==> src/rtl/core/pip_pkg.sv <==
package pip_pkg;

  // Defaults for the top-level parameters
  localparam int unsigned MAX_VERTICES_DEF = 64;
  localparam int unsigned COORD_WIDTH_DEF  = 16;

  // Fixed field widths
  localparam int unsigned ACTION_W    = 2;
  localparam int unsigned STATUS_W    = 3;
  localparam int unsigned RADIUS_W    = 10;
  localparam int unsigned COUNT_OUT_W = 7;

  localparam logic [RADIUS_W-1:0] RADIUS_RESET = RADIUS_W'(15);

  // Sequencer to edge unit
  typedef struct packed {
    logic clear;
    logic feed;
  } edge_ctl_t;

  // Edge unit to sequencer
  typedef struct packed {
    logic busy;
    logic parity;
  } edge_sts_t;

endpackage

==> src/rtl/core/pip_vstore.sv <==
module pip_vstore #(
  parameter int unsigned DEPTH       = pip_pkg::MAX_VERTICES_DEF,
  parameter int unsigned COORD_WIDTH = pip_pkg::COORD_WIDTH_DEF
) (
  input  logic                       clk_i,
  input  logic                       we_i,
  input  logic [$clog2(DEPTH)-1:0]   waddr_i,
  input  logic [COORD_WIDTH-1:0]     wx_i,
  input  logic [COORD_WIDTH-1:0]     wy_i,
  input  logic [$clog2(DEPTH)-1:0]   raddr_i,
  output logic [COORD_WIDTH-1:0]     rx_o,
  output logic [COORD_WIDTH-1:0]     ry_o
);

  logic [COORD_WIDTH-1:0] mem_x [DEPTH];
  logic [COORD_WIDTH-1:0] mem_y [DEPTH];

  always_ff @(posedge clk_i) begin
    if (we_i) begin
      mem_x[waddr_i] <= wx_i;
      mem_y[waddr_i] <= wy_i;
    end
  end

  // Registered read, one address per cycle
  always_ff @(posedge clk_i) begin
    rx_o <= mem_x[raddr_i];
    ry_o <= mem_y[raddr_i];
  end

endmodule

==> config.mk <==
export PLATFORM = sky130hd
export DESIGN_NAME = pip_vstore
export DESIGN_NICKNAME = d
export VERILOG_FILES = /design/src/rtl/core/pip_pkg.sv /design/src/rtl/core/pip_vstore.sv
export SDC_FILE = /design/constraint.sdc
export NUM_CORES = 2
export LEC_CHECK = 0
export ABC_AREA = 0
export BUFFER_PORTS_ARGS = -buffer_cell sky130_fd_sc_hd__buf_2
export CAP_MARGIN = 15
export CORE_ASPECT_RATIO = 1.1
export CORE_MARGIN = 1.5
export CORE_UTILIZATION = 55
export CTS_BUF_LIST = sky130_fd_sc_hd__clkbuf_2
export DETAILED_ROUTE_END_ITERATION = 6
export GPL_TIMING_DRIVEN = 0
export PLACE_DENSITY = 0.7
export SYNTH_ARGS = -nofsm -noshare
export SYNTH_HDL_FRONTEND = slang
export SYNTH_SLANG_ARGS = --single-unit
==> constraint.sdc <==
create_clock -name clk_i -period 6.2 [get_ports clk_i]
set_input_delay 0.62 -clock clk_i [delete_from_list [all_inputs] [get_ports clk_i]]
set_output_delay 0.62 -clock clk_i [all_outputs]
set_load 0.05 [all_outputs]
==> flow_summary.toml <==
[outcome]
status = "finished, final reports clean"

[clock_tree]
post_cts_resized = 0
htree_levels = 5
tritoncts_num_sinks = 2080
ctsRootBufferMaster = "sky130_fd_sc_hd__clkbuf_2"
max-clock-path-buffers = 4
tritoncts = "built"
worst_skew_pair.late_latency_ns = 1.86
cts.clk_slew.worst_paths_ns = 0.11
numCtsBuffers = 492
cts_post_setup_buffers_inserted = 0

[global_route]
grt_pass1_vias = 41300
grt_remaining_overflow = 0
grt_antenna_before_repair = 25
pin_count_of_the_biggest_net_entering_global_routing = 65
grt_pass1_wl_mm = 305
globalRouteTotalUtil_pct = 31.0

[layout]
layout_overhead_on_the_synthesized_area_pct = 13.3
postLayoutCoreUtil_pct = 62.8
layout-drive-gt1-share_pct = 35.9
final_net_count = 4133
num-fill-cells = 9635

[detailed_routing]
drt-pass1-iter-count = 6
post-route-drc-count = 0
routed-via-count = 41400
routed_via_density = 6.52
post_route_ant_nets = 0
drt-total-wl_mm = 221
average_routed_wire_per_standard_cell_microns = 34.8
detailed_router_s_first_iteration_violation_count = 6454

[yosys]
seq_area_frac_synth_pct = 79.0
syn_inst = 3326
mean_instance_size_in_the_synthesized_netlist_sq_um = 23.7
synth_top_cell_area_share_pct = 78.2
synth-edff-count = 2048
post_synth_most_frequent_cells = "sky130_fd_sc_hd__edfxtp_1 (2048), sky130_fd_sc_hd__mux4_2 (524), sky130_fd_sc_hd__mux2i_1 (116)"
synth_nets = 3372
synthesis.area_sq_um = 78700
post_synth_main_area_contributors = "sky130_fd_sc_hd__edfxtp_1 (78%), sky130_fd_sc_hd__mux4_2 (15%), sky130_fd_sc_hd__mux2i_1 (1.5%)"
number_of_distinct_library_cell_variants_in_the_gate_level_netlist_after_synthesis = 38
async_sr_flop_fraction_pct = 0
yosys.area.top_type = "sky130_fd_sc_hd__edfxtp_1"
yosysMostFrequentCell = "sky130_fd_sc_hd__edfxtp_1"
synth-seq-cells = 2080
most_used_dff_post_synth = "sky130_fd_sc_hd__edfxtp_1"
yosysWarningCount = 0

[sta]
final.setup_skew_ns = 0.189
timing.slew.headroom_pct = 15.0
highest_clock_rate_ghz = 0.291
slew_violations = 0
timing.setup.tns_ns = 0
finalHoldViolations = 0
timing.final.setup_violations = 0
period_needed_ns = 3.44
setup_repair_after_global_routing_missed_its_margin = "no"
worst-slew-pin-transition_ns = 1.27
layout_worst_path_cycle_share_pct = 55.5

[power]
power.net_switching_mw = 6.44
power.share.switching_pct = 24.9
clkPwrFrac_pct = 32.8
combinationalPowerShare_pct = 6.9
leakage_nw = 28.8
vdd_ir_drop_max_mv = 0.215
p_seq_share_pct = 60.3
power_report.internal_total_mw = 19.4
powerDensity_nw_per_um2 = 290

[placement]
globalplace.congestion = 0.869
place_hpwl_mm = 140
placement.io_buffers = 71

[critical_path]
cp.arrival_ns = 4.82
timing.critical_path.from_type = "input pin"
setup.worst_path.start = "waddr_i[0]"
r2r-start = "mem_x[10][15]$_DFFE_PP_"
crit_type = "input pin to register"
worst-endpoint-required_ns = 7.58
critical_path_peak_fanout = 12
endpoint = "mem_x[33][11]$_DFFE_PP_"
worst-r2r-cell-count = 5
worstSetupEndpointType = "register"
setup.reg_to_reg.worst_slack_ns = 3.45
reg2reg_to = "rx_o[15]$_DFF_P_"

[die]
die-area_sq_um = 145000
initial_utilization_pct = 55.4
die_w_microns = 364
die_span_y_microns = 400
ioPinCount = 78
fp.coreArea_sq_um = 142000
rows = 145

[run]
max_cap_viol_count = 0

[hold_path]
worstHoldPathType = "input pin to register"
## registers in the layout (all words and copies together) (netlist names)
name	cells
mem_y	1024
rx_o	16
ry_o	16
mem_x	1024
## layout make-up
cell class	count	area, sq um	area share, %
timing repair buffer	267	3370	3.78
antenna	9	22.5	0.0253
tap	1911	2390	2.68
multi-input combinational	1061	16100	18.0
sequential	2080	62100	69.7
clock buffer	705	3530	3.96
clock inverter	137	663	0.744
buffer	185	957	1.07
## metrics by stage
step | instances | setup WS [ns] | hold slack, ns | power (mW) | cell area [sq um]
after floorplan | 3326 | 2.97 | 0.670 | 16.8 | 78700
after global placement | 5308 | 0.678 | 0.771 | 17.5 | 81400
after detailed placement | 5385 | 1.87 | 0.755 | 17.6 | 83600
after CTS | 6316 | 2.85 | 0.00189 | 25.9 | 88700
after global routing | 6351 | 2.88 | 0.121 | 26.7 | 89100
final | 6355 | 2.76 | 0.214 | 25.8 | 89100
## layer usage
metal  share of wire [%]  track usage [%]  routed length (microns)  up-vias
met3                  14             10.2                    30100      570
met4                 4.7             14.3                    10500       28
met5               0.088                0                      195        -
met2                  46             46.7                   102000     3258
li1                    -                -                        -    16200
met1                  35             41.5                    77800    21400
## cell families (layout without fill, tap and decap cells)
family | after synthesis | in the layout | share of synthesized area (%)
AND/OR/NAND/NOR | 168 | 168 | 0.983
flip-flops | 2080 | 2080 | 79.0
multiplexers | 650 | 650 | 16.6
other | 0 | 9 | 0
buffers and inverters | 185 | 1294 | 1.22
AO/OA/AOI/OAI | 243 | 243 | 2.21
## worst max-delay path, stage by stage
cell                            delay, ns
sky130_fd_sc_hd__dlygate4sd3_1       0.60
sky130_fd_sc_hd__buf_2               0.17
sky130_fd_sc_hd__nor2b_1             0.17
sky130_fd_sc_hd__dlygate4sd3_1       0.58
sky130_fd_sc_hd__nand2_1             0.21
sky130_fd_sc_hd__dlygate4sd3_1       0.92
sky130_fd_sc_hd__nor2_4              0.35
sky130_fd_sc_hd__dlygate4sd3_1       1.20
## what timing repair did
item / CTS / global route
endpoints found under the hold margin: 2474 / 492
hold buffers: 89 / 13
setup endpoints to repair: 0 / 0
## power groups by stage
stage                     logic (mW)  registers, mW  clock network, mW
after floorplan                0.761           16.0                  0
after global placement          1.59           15.9                  0
after detailed placement        1.65           15.9                  0
after CTS                       1.72           15.6               8.55
after global routing            1.83           15.6               9.25
final                           1.78           15.6               8.46
## layout by cell type, fill, tap and decap left out, types with 4 or more instances in the layout
cell / netlist / layout
sky130_fd_sc_hd__a211oi_1: 6 / 6
sky130_fd_sc_hd__a21oi_1: 34 / 34
sky130_fd_sc_hd__a221oi_1: 17 / 17
sky130_fd_sc_hd__a22o_1: 13 / 13
sky130_fd_sc_hd__a22oi_1: 68 / 68
sky130_fd_sc_hd__a31oi_1: 6 / 6
sky130_fd_sc_hd__and2_1: 4 / 4
sky130_fd_sc_hd__buf_1: 19 / 19
sky130_fd_sc_hd__buf_12: 0 / 75
sky130_fd_sc_hd__buf_16: 0 / 16
sky130_fd_sc_hd__buf_2: 57 / 128
sky130_fd_sc_hd__buf_4: 29 / 29
sky130_fd_sc_hd__buf_6: 8 / 9
sky130_fd_sc_hd__buf_8: 2 / 6
sky130_fd_sc_hd__bufinv_16: 0 / 5
sky130_fd_sc_hd__clkbuf_1: 70 / 70
sky130_fd_sc_hd__clkbuf_2: 0 / 705
sky130_fd_sc_hd__clkinv_1: 0 / 116
sky130_fd_sc_hd__clkinv_2: 0 / 14
sky130_fd_sc_hd__dfxtp_1: 32 / 32
sky130_fd_sc_hd__diode_2: 0 / 9
sky130_fd_sc_hd__dlygate4sd3_1: 0 / 100
sky130_fd_sc_hd__edfxtp_1: 2048 / 2048
sky130_fd_sc_hd__mux2_2: 10 / 10
sky130_fd_sc_hd__mux2i_1: 116 / 116
sky130_fd_sc_hd__mux4_2: 524 / 524
sky130_fd_sc_hd__nand2_1: 21 / 21
sky130_fd_sc_hd__nand2b_1: 4 / 4
sky130_fd_sc_hd__nand3_1: 19 / 19
sky130_fd_sc_hd__nand3b_1: 5 / 5
sky130_fd_sc_hd__nor2_1: 82 / 18
sky130_fd_sc_hd__nor2_4: 0 / 64
sky130_fd_sc_hd__nor2b_1: 19 / 19
sky130_fd_sc_hd__nor3_1: 6 / 6
sky130_fd_sc_hd__o211a_1: 7 / 7
sky130_fd_sc_hd__o211ai_1: 25 / 25
sky130_fd_sc_hd__o21ai_0: 9 / 9
sky130_fd_sc_hd__o221ai_1: 12 / 12
sky130_fd_sc_hd__o22ai_1: 40 / 40
## how the worst min path moves through the flow
stage                       startpoint                      to  slack (ns)  cells after the start
2_1_floorplan  mem_y[32][14]$_DFFE_PP_        ry_o[14]$_DFF_P_        0.67                      4
3_3_place_gp   mem_x[32][10]$_DFFE_PP_        rx_o[10]$_DFF_P_        0.77                      4
3_5_place_dp   mem_x[34][10]$_DFFE_PP_        rx_o[10]$_DFF_P_        0.76                      4
4_1_cts                        wx_i[4]  mem_x[54][4]$_DFFE_PP_       0.002                      2
5_1_grt                        wx_i[6]  mem_x[39][6]$_DFFE_PP_        0.12                      2
6_report                       wx_i[6]  mem_x[39][6]$_DFFE_PP_        0.21                      2
Note: power is estimated with default switching activity, not from simulation.
