==> src/rtl/core/pip_pkg.sv <==
package pip_pkg;

  // Defaults for the top-level parameters
  localparam int unsigned MAX_VERTICES_DEF = 64;
  localparam int unsigned COORD_WIDTH_DEF  = 16;

  // Fixed field widths
  localparam int unsigned ACTION_W    = 2;
  localparam int unsigned STATUS_W    = 3;
  localparam int unsigned RADIUS_W    = 10;
  localparam int unsigned COUNT_OUT_W = 7;

  localparam logic [RADIUS_W-1:0] RADIUS_RESET = RADIUS_W'(15);

  // Sequencer to edge unit
  typedef struct packed {
    logic clear;
    logic feed;
  } edge_ctl_t;

  // Edge unit to sequencer
  typedef struct packed {
    logic busy;
    logic parity;
  } edge_sts_t;

endpackage

==> src/rtl/core/pip_edge_unit.sv <==
module pip_edge_unit #(
  parameter int unsigned COORD_WIDTH = pip_pkg::COORD_WIDTH_DEF
) (
  input  logic                          clk_i,
  input  logic                          rst_ni,
  input  pip_pkg::edge_ctl_t            ctl_i,
  input  logic signed [COORD_WIDTH-1:0] ax_i,
  input  logic signed [COORD_WIDTH-1:0] ay_i,
  input  logic signed [COORD_WIDTH-1:0] bx_i,
  input  logic signed [COORD_WIDTH-1:0] by_i,
  input  logic signed [COORD_WIDTH-1:0] px_i,
  input  logic signed [COORD_WIDTH-1:0] py_i,
  output pip_pkg::edge_sts_t            sts_o
);

  import pip_pkg::*;

  localparam int unsigned DW = COORD_WIDTH + 1;
  localparam int unsigned PW = 2 * DW;

  logic                 s1_vld_d, s1_vld_q, s2_vld_d, s2_vld_q;
  logic                 parity_d, parity_q;
  logic                 rel_d, s1_rel_q, s2_rel_q;
  logic                 up_d, s1_up_q, s2_up_q;
  logic signed [DW-1:0] dpy_d, dbx_d, dpx_d, dby_d;
  logic signed [DW-1:0] dpy_q, dbx_q, dpx_q, dby_q;
  logic signed [PW-1:0] p1_d, p2_d, p1_q, p2_q;
  logic                 hit;

  // Stage 1: differences and row range check
  always_comb begin
    up_d  = by_i > ay_i;
    rel_d = (ay_i != by_i) &&
            (up_d ? ((py_i >= ay_i) && (py_i <= by_i))
                  : ((py_i >= by_i) && (py_i <= ay_i)));
    dpy_d = DW'(py_i) - DW'(ay_i);
    dbx_d = DW'(bx_i) - DW'(ax_i);
    dpx_d = DW'(px_i) - DW'(ax_i);
    dby_d = DW'(by_i) - DW'(ay_i);
  end

  // Stage 2: the two cross products
  always_comb begin
    p1_d = PW'(dpy_q) * PW'(dbx_q);
    p2_d = PW'(dpx_q) * PW'(dby_q);
  end

  // Stage 3: compare and fold into the parity
  always_comb begin
    hit      = s2_vld_q && s2_rel_q && (s2_up_q ? (p1_q <= p2_q) : (p2_q <= p1_q));
    parity_d = ctl_i.clear ? 1'b0 : (parity_q ^ hit);
    s1_vld_d = ctl_i.feed;
    s2_vld_d = s1_vld_q;
  end

  always_ff @(posedge clk_i or negedge rst_ni) begin
    if (!rst_ni) begin
      s1_vld_q <= 1'b0;
      s2_vld_q <= 1'b0;
      parity_q <= 1'b0;
    end else begin
      s1_vld_q <= s1_vld_d;
      s2_vld_q <= s2_vld_d;
      parity_q <= parity_d;
    end
  end

  always_ff @(posedge clk_i) begin
    s1_rel_q <= rel_d;
    s1_up_q  <= up_d;
    dpy_q    <= dpy_d;
    dbx_q    <= dbx_d;
    dpx_q    <= dpx_d;
    dby_q    <= dby_d;
    s2_rel_q <= s1_rel_q;
    s2_up_q  <= s1_up_q;
    p1_q     <= p1_d;
    p2_q     <= p2_d;
  end

  assign sts_o.busy   = s1_vld_q | s2_vld_q;
  assign sts_o.parity = parity_q;

  a_no_clear_with_feed: assert property (@(posedge clk_i) disable iff (!rst_ni)
    !(ctl_i.clear && ctl_i.feed))
    else $error("edge unit cleared while fed");

  a_stage_advance: assert property (@(posedge clk_i) disable iff (!rst_ni)
    s1_vld_q |=> s2_vld_q)
    else $error("edge lost between stages");

  a_parity_hold: assert property (@(posedge clk_i) disable iff (!rst_ni)
    (!s2_vld_q && !ctl_i.clear) |=> $stable(parity_q))
    else $error("parity changed with no edge in the last stage");

endmodule
==> config.mk <==
export PLATFORM = sky130hd
export DESIGN_NAME = pip_edge_unit
export DESIGN_NICKNAME = d
export VERILOG_FILES = /design/src/rtl/core/pip_pkg.sv /design/src/rtl/core/pip_edge_unit.sv
export SDC_FILE = /design/constraint.sdc
export NUM_CORES = 2
export LEC_CHECK = 0
export ABC_AREA = 1
export ABC_CLOCK_PERIOD_IN_PS = 17010
export BUFFER_PORTS_ARGS = -buffer_cell sky130_fd_sc_hd__buf_2
export CORE_ASPECT_RATIO = 0.8
export CORE_MARGIN = 5
export CORE_UTILIZATION = 40
export CTS_CLUSTER_DIAMETER = 50
export DETAILED_ROUTE_END_ITERATION = 12
export GPL_ROUTABILITY_DRIVEN = 1
export HOLD_SLACK_MARGIN = 0.15
export PLACE_DENSITY = 0.53
export REMOVE_ABC_BUFFERS = 1
export SLEW_MARGIN = 25
export SYNTH_ARGS = -nofsm -noshare
export SYNTH_HDL_FRONTEND = slang
export SYNTH_SLANG_ARGS = --single-unit
==> constraint.sdc <==
create_clock -name clk_i -period 17.01 [get_ports clk_i]
set_clock_uncertainty 0.2 [all_clocks]
set_input_delay 0.8505 -clock clk_i [delete_from_list [all_inputs] [get_ports clk_i]]
set_output_delay 0.8505 -clock clk_i [all_outputs]
set_load 0.02 [all_outputs]
==> impl_results.md <==
* Share of layout cells above drive strength 1 at 5.03%
* Initial drt markers at 1302
* Post-synth EDFFs at 0
* Clk root buf: clkbuf_16
* Filler cell count at 7674
* FF-to-FF Start: dby_q[2]$_DFF_P_
* Tightest Hold Check Type: register to register
* Crit share post-route at 40.6%
* Simple-gate share of the synthesized area at 14.0%
* Hpwl dp at 69.3 mm
* Synth Area in Compound Gates at 5.36%
* Starting Density at 40.4%
* Mux share of post-synthesis cell area at 0%
* Layout area overhead at 6.69%
* Crit-path cells: nand2_1, inv_1, fa_1, fa_1, fa_1, fa_1, fa_1, inv_1, fa_1, inv_1, ha_1, nand2_1, nor3_1, nand2_1, o211ai_1, nand2_1, nand2_1, xor2_1
* Syn avg cell area at 8.07 um^2
* Synth Area in Adders at 51.9%
* Register area at 0.00288 mm^2
* Row Count at 89
* Top FF cell, synth: dfxtp_1
* CP endpoint kind: register
* Yosys cell types at 48
* Post-synth top area cell: fa_1
* Top-count cell post-synth: inv_1
* H-tree depth at 4
* Clock sinks at 143
* Worst Reg-to-Reg Cells at 18
* Number of global-route vias before repair at 23400
* Initial antenna violation count at 10
* I/O Pins at 102
* Reg2reg setup slack at 10.10 ns
* Worst Path Class, Setup: register to register
* Slew Limit Headroom at 35.7%
* GRT Total Usage at 20.8%
* Die width at 316 um
* Hold Path Stages at 0
* Post-Synth XOR/XNOR Area at 3.93%
* First-pass GRT wire length at 130 mm
* CTS buffer count at 17
* CTS tree: done
* Vias per inst at 4.67
* Largest family of logic cells by synthesized area: adder cells
* Status: completed
* Slowest cell on crit path: fa_1
* DRC errors left at 0
* Cell area after synthesis at 0.0299 mm^2
* Post-Route WL at 80.2 mm
* Final min period at 6.91 ns
* Top-area cell type share of the netlist area at 39.9%
* Synth cell count leaders: inv_1 (1068), nand2_1 (807), fa_1 (596), ha_1 (286), dfxtp_1 (140)
* Fraction of registers with async set/reset at 2.10%
* CP Launch Type: register
* Worst-path maximum fanout at 17
* Hold slack at 0.186 ns
* Hold Path End: s2_vld_q$_DFF_PN0_
* CP bufs+invs at 3
* Crit path largest cell delay at 0.91 ns
* Endpoints failing setup at 0
* Clock latency on the worst-skew pair at 0.47 ns
* R2R Path End: p2_q[30]$_DFF_P_
* CORE AREA at 0.0739 mm^2
* Die H at 254 um
* Worst Tran Pin Value at 0.963 ns
* Routed wire per std cell at 17.0 um
* Clock tree buffer depth at 2
* Top cells by area, synth: fa_1 (40%), inv_1 (13%), ha_1 (12%), nand2_1 (10%), dfxtp_1 (9.4%)
* Arrival @ worst endpoint at 7.10 ns
* Setup TNS at 0 ns
* Unrepaired setup endpoints after global routing: no
* Sequential-to-total area share from yosys stat at 9.63%
* GP Congestion at 0.937
* Largest net degree at the start of global routing at 19
* Gr ovfl total at 0
* FMAX at 145 MHz
* Drt pass-1 iters at 5
* Hold_sp: s1_vld_q$_DFF_PN0_
* Antenna-violating nets left at 0
* Delay-heaviest family, CP: adder cells
* Via count at 22100
* Maxcap violations at 0
* CP most frequent cell: fa_1
* Post-synthesis cell count at 3703
* Clock Pin Slew Worst Setup and Hold Paths at 0.07 ns
* Yosys reg bits at 143
* Slew Viols, Final at 0
* Die ar. at 0.0803 mm^2
* Port Buf Inserts at 101
* Required time worst endpoint at 17.20 ns
* Number of synthesis warnings at 0
* Final hold viol count at 0
* Area of the multi-input gates at 0.0225 mm^2
* Net count, final at 4690
-- cell type report --
class / count / area share [%]
Inverter: 1077 / 12.7
Antenna cell: 4 / 0.0314
Multi-Input combinational cell: 2348 / 70.4
Tap cell: 1001 / 3.93
Timing Repair Buffer: 121 / 2.07
Clock inverter: 14 / 0.459
Sequential cell: 143 / 9.03
Clock buffer: 18 / 1.38
-- routing by layer --
metal	wire length, um	part of all wire [%]	vias to the layer above	GRT usage [%]
met4	620	0.77	12	2.37
met5	71	0.089	-	0
li1	-	-	10700	-
met3	4190	5.2	53	3.56
met1	40300	50	10800	31.2
met2	35000	44	502	32.8
-- how the worst max path moves through the flow --
| stage | start | slack, ns | end | cells past startpoint |
|---|---|---|---|---|
| 6_report | dby_q[2]$_DFF_P_ | 10.10 | p2_q[30]$_DFF_P_ | 18 |
| 4_1_cts | dby_q[2]$_DFF_P_ | 10.12 | p2_q[30]$_DFF_P_ | 18 |
| 3_5_place_dp | dby_q[2]$_DFF_P_ | 10.15 | p2_q[30]$_DFF_P_ | 18 |
| 2_1_floorplan | dbx_q[2]$_DFF_P_ | 11.32 | p1_q[29]$_DFF_P_ | 17 |
| 5_1_grt | dby_q[2]$_DFF_P_ | 9.69 | p2_q[30]$_DFF_P_ | 18 |
| 3_3_place_gp | dby_q[2]$_DFF_P_ | 10.18 | p2_q[30]$_DFF_P_ | 18 |
-- cell families (layout without fill, tap and decap cells) --
family | Yosys count | count (layout)
buffers and inverters | 1212 | 1230
AND/OR/NAND/NOR | 1050 | 1050
adder cells (fa/ha/maj) | 882 | 882
AO/OA/AOI/OAI | 282 | 282
flip-flops | 143 | 143
XOR/XNOR | 134 | 134
other | 0 | 4
-- layout by cell type, fill, tap and decap left out, drive strengths merged, types with 9 or more instances in the layout --
master	synthesis	layout
inv	1076	1084
nand2	812	812
fa	596	596
ha	286	286
a21oi	141	141
dfxtp	140	140
nor2	133	133
buf	2	119
xor2	80	80
o21ai	77	77
xnor2	54	54
nand3	54	54
a21o	19	19
clkbuf	133	18
nor3	17	17
nand4	13	13
or2	9	9
o21bai	9	9
a31oi	9	9
-- registers in the layout (all words and copies together), names as in the netlist --
register  flops
p1_q         34
p2_q         34
dbx_q        17
dby_q        17
dpx_q        17
dpy_q        17
parity_q      1
s1_rel_q      1
s1_up_q       1
s1_vld_q      1
s2_rel_q      1
s2_up_q       1
s2_vld_q      1
-- per-stage QoR --
stage               area, um^2  setup WS [ns]  utilization, %  instances
CTS                      31900          10.12            43.1       4722
floorplan                29400          11.32               -       3568
finish                   31900          10.10            43.1       4726
global placement         31300          10.18            42.3       4688
global route             31900           9.69            43.1       4722
detailed placement       31300          10.15            42.3       4688
-- worst register-to-register path, delay by kind of cell (launching register included) --
kind            cells  cell delay, ns
fa+ha+maj           7            3.93
compound gates      1            0.34
flops               1            0.90
buf+inv             3            0.27
simple gates        6            1.02
xor+xnor            1            0.17
-- what timing repair did --
item                      4_1_cts  5_1_grt
resized for setup               0        0
hold buffers                    2        0
hold endpoints to repair        4        0
buffers inserted                0        0
Power is left out: the tool's default activity adds up to more than one toggle a clock period on the data nets, which glitch-free logic cannot reach.
